--- src/pkqs_ram.sv ---
module pkqs_ram #(
    parameter int WIDTH = 32,
    parameter int DEPTH = 16
) (
    input  logic                     clk,
    input  logic                     we,
    input  logic [$clog2(DEPTH)-1:0] waddr,
    input  logic [WIDTH-1:0]         wdata,
    input  logic [$clog2(DEPTH)-1:0] raddr,
    output logic [WIDTH-1:0]         rdata
);

    logic [WIDTH-1:0] mem [DEPTH];

    always_ff @(posedge clk)
    begin
        if (we)
        begin
            mem[waddr] <= wdata;
        end
        rdata <= mem[raddr];
    end

endmodule

--- config.mk ---
export PLATFORM = sky130hd
export DESIGN_NAME = pkqs_ram
export DESIGN_NICKNAME = d
export VERILOG_FILES = /design/src/pkqs_ram.sv
export SDC_FILE = /design/constraint.sdc
export NUM_CORES = 1
export LEC_CHECK = 0
export ABC_CLOCK_PERIOD_IN_PS = 3510
export BUFFER_PORTS_ARGS = -buffer_cell sky130_fd_sc_hd__buf_4
export CAP_MARGIN = 20
export CELL_PAD_IN_SITES_DETAIL_PLACEMENT = 1
export CELL_PAD_IN_SITES_GLOBAL_PLACEMENT = 1
export CORE_UTILIZATION = 50
export CTS_BUF_LIST = sky130_fd_sc_hd__clkbuf_8
export CTS_CLUSTER_SIZE = 24
export DETAILED_ROUTE_END_ITERATION = 7
export GPL_TIMING_DRIVEN = 0
export HOLD_SLACK_MARGIN = 0.02
export PLACE_DENSITY = 0.79
export SLEW_MARGIN = 25
export SYNTH_ARGS = -nofsm -noshare
export SYNTH_HDL_FRONTEND = slang
export SYNTH_SLANG_ARGS = --single-unit
--- constraint.sdc ---
create_clock -name clk -period 3.51 [get_ports clk]
set_clock_uncertainty 0.2 [all_clocks]
set_input_delay 0.351 -clock clk [delete_from_list [all_inputs] [get_ports clk]]
set_output_delay 0.351 -clock clk [all_outputs]
set_load 0.1 [all_outputs]
==> summary.md <==
| Metric | Value |
|---|---|
| Net Sw Frac | `0.2391` |
| Critical Path Max Stage Delay | `760 ps` |
| Max Slew Vio Count | `0` |
| Syn Area/Cell | `23.69 um2` |
| Final setup vio count | `0` |
| Pwr Density | `569.5 nW/um2` |
| Cell-internal power | `10.31 mW` |
| Antenna Nets Post-Route | `0` |
| Num rows | `72` |
| Vias per cell | `5.945` |
| Share of cells above drive strength 1 | `0.3369` |
| Layout Utilization | `0.6113` |
| Effective utilization at floorplan | `0.5102` |
| Vias in the first global route | `10.92k` |
| Sequential element share of the synthesized area | `0.8067` |
| Mapped Area | `19850 um2` |
| Die height | `201.3 um` |
| TritonCTS clock tree | `built` |
| Syn_nets | `880` |
| Worst-skew pair later-pin latency | `660 ps` |
| Status | `finished clean` |
| Min Tclk post-route | `2311 ps` |
| Reg area | `16020 um2` |
| GR Overflow Total | `0` |
| CP startpoint | `waddr[1]` |
| Crit path max-delay cell type | `nor2_4` |
| Clock sink count | `544` |
| # IOs | `74` |
| Reg clk slew, reported paths | `60 ps` |
| Sequential Power Share | `0.540` |
| CP Buf/Inv Count | `3` |
| Total Wirelength | `49320 um` |
| Fillers | `3273` |
| Crit path cell chain | `dlygate4sd3_1, buf_4, nand2b_1, nor2_4, buf_12` |
| Leakage | `7.900 nW` |
| Largest net degree at the start of global routing | `19` |
| Area growth syn-to-layout | `19.83%` |
| CP endpoint | `mem[13][0]` |
| Die Wd | `201.3 um` |
| Worst reg2reg setup slack | `1850 ps` |
| GR Util All Layers | `0.2500` |
| Worst Hold Class | `in2reg` |
| Max_cap viols | `0` |
| Relative slew slack | `0.3455` |
| Final worst path period share | `0.6583` |
| Fmax | `0.4328 GHz` |
| CTS Root Cell | `clkbuf_8` |
| Worst path arrival time | `2450 ps` |
| First-pass GRT wire length | `71430 um` |
| I/O Buffers | `71` |
| Placer Congestion | `0.7055` |
| Final WS setup | `1199 ps` |
| Synthesized flop and latch total | `544` |
| Core ar. | `38920 um2` |
| CP required | `3650 ps` |
| Pre-CTS setup slack | `936.7 ps` |
| Initial antenna violation count | `1` |
| R2R depth | `3` |
| Final Hold Vio Count | `0` |
| DRT iter0 DRCs | `794` |
| Crit-path max FO | `17` |
| Final net count | `1108` |
| Worst setup EP type | `flop` |
| Yosys warns | `0` |
| Measured slew at the worst slew-check pin | `981.8 ps` |
| Synth unique cells | `18` |
| RR Startpoint | `mem[7][12]` |
| Comb power frac | `0.080` |
| Critical path class | `in2reg` |
| Unrepaired setup endpoints after global routing | `no` |
| # DRC | `0` |
| Clock power share | `0.381` |
| H-tree lvl count | `3` |
| Worst Setup Start Kind | `input pin` |
| Die area | `40510 um2` |
| Worst vdd ir | `0.0003674 V` |
| Via count | `9851` |
| Final HPWL from detailed placement | `30310 um` |
| Stages on worst setup path | `5` |
| # resized after CTS | `0` |
| Area of the multi-input gates | `3732 um2` |
| Drt wl/cell | `29.77 um` |
| Hold Buf Count CTS | `35` |
| Total CTS buffers | `84` |
| Sw power | `3.240 mW` |
| Post-Syn Instances | `838` |
| Worst r2r dst | `rdata[12]` |
| First-pass DRT Iterations | `4` |
| Delay-heaviest family, CP | `simple AND/OR/NAND/NOR gates` |
| Post-CTS Setup Inserts | `0` |
| Clk buf depth | `3` |
==> power by group through the flow <==
stage,logic [mW],registers [mW],clock network (mW)
after floorplan,0.349,7.75,0
after global placement,0.978,7.44,0
after detailed placement,1.05,7.44,0
after CTS,1.09,7.31,5.25
after global routing,1.12,7.32,5.48
final,1.08,7.31,5.16
==> how the worst min path moves through the flow <==
stage	from	endpoint	slack, ps	depth (start not counted)
finish	raddr[3]	rdata[30]	130	4
global route	raddr[3]	rdata[30]	140	4
CTS	raddr[3]	rdata[30]	90	4
detailed placement	wdata[11]	mem[11][11]	450	1
global placement	wdata[12]	mem[1][12]	440	1
floorplan	wdata[0]	mem[0][0]	250	0
==> metal layers <==
metal	vias up	track usage	part of all wire
li1	4040	-	-
met1	5284	0.3219	0.40
met2	428	0.4215	0.51
met3	99	0.05361	0.067
met4	0	0.09253	0.026
met5	-	0	0
==> worst reg2reg max path, cell delays in order (launching register included) <==
cell      delay, ps
edfxtp_1        440
mux4_2          550
a22oi_1         160
nand2_1         150
==> per-stage QoR <==
stage / instance area (um2) / hold slack [ps] / power, mW / instances / TNS (ps)
detailed placement: 21770 / 451.2 / 8.494 / 1463 / 0
floorplan: 19860 / 249.9 / 8.099 / 838 / 0
global route: 23790 / 138.1 / 13.92 / 1656 / 0
finish: 23790 / 134.7 / 13.55 / 1657 / 0
CTS: 23790 / 91.21 / 13.65 / 1655 / 0
global placement: 21040 / 441.6 / 8.415 / 1427 / -585890
==> synth_stat cells (all sizes together) <==
library cell  instances  share of area
a22oi                64          0.024
and2                  1        0.00032
buf                  26         0.0080
clkbuf               17         0.0032
dfxtp                32          0.032
edfxtp              512           0.77
mux4                128           0.15
nand2                33         0.0062
nand2b                2        0.00063
nand3                 1        0.00025
nand3b                2        0.00076
nor2                 13         0.0025
nor2b                 2        0.00063
nor3                  4         0.0010
or3b                  1        0.00044
==> state kept, by name, summed over array words and instances, names as in the netlist <==
| name | cells |
|---|---|
| rdata | 32 |
| mem | 512 |
==> cell families after synthesis <==
kind of cell	count (synthesis)	share of synthesized area
AOI/OAI and AO/OA	64	0.02420
buffers and inverters	43	0.01122
DFF	544	0.8067
muxes	128	0.1452
and+or+nand+nor	59	0.01273
==> cells in the final DEF (no fill, tap or decap), drive strengths merged, types with 4 or more instances in the layout <==
cell type and n:
edfxtp 512, buf 133, mux4 128, clkbuf 122
a22oi 64, inv 38, dlygate4sd3 35, nand2 33
dfxtp 32, nor2 13, clkinv 13, nor3 4
==> cell type report <==
type	instances	area share
Buffer	43	0.009361
Multi-Input combinational cell	251	0.1569
Clock inverter	52	0.009256
Antenna cell	2	0.0002104
Tap cell	518	0.02724
Timing Repair Buffer	142	0.06316
Sequential cell	544	0.6732
Clock buffer	105	0.06074
(Power assumes the default switching activity.)
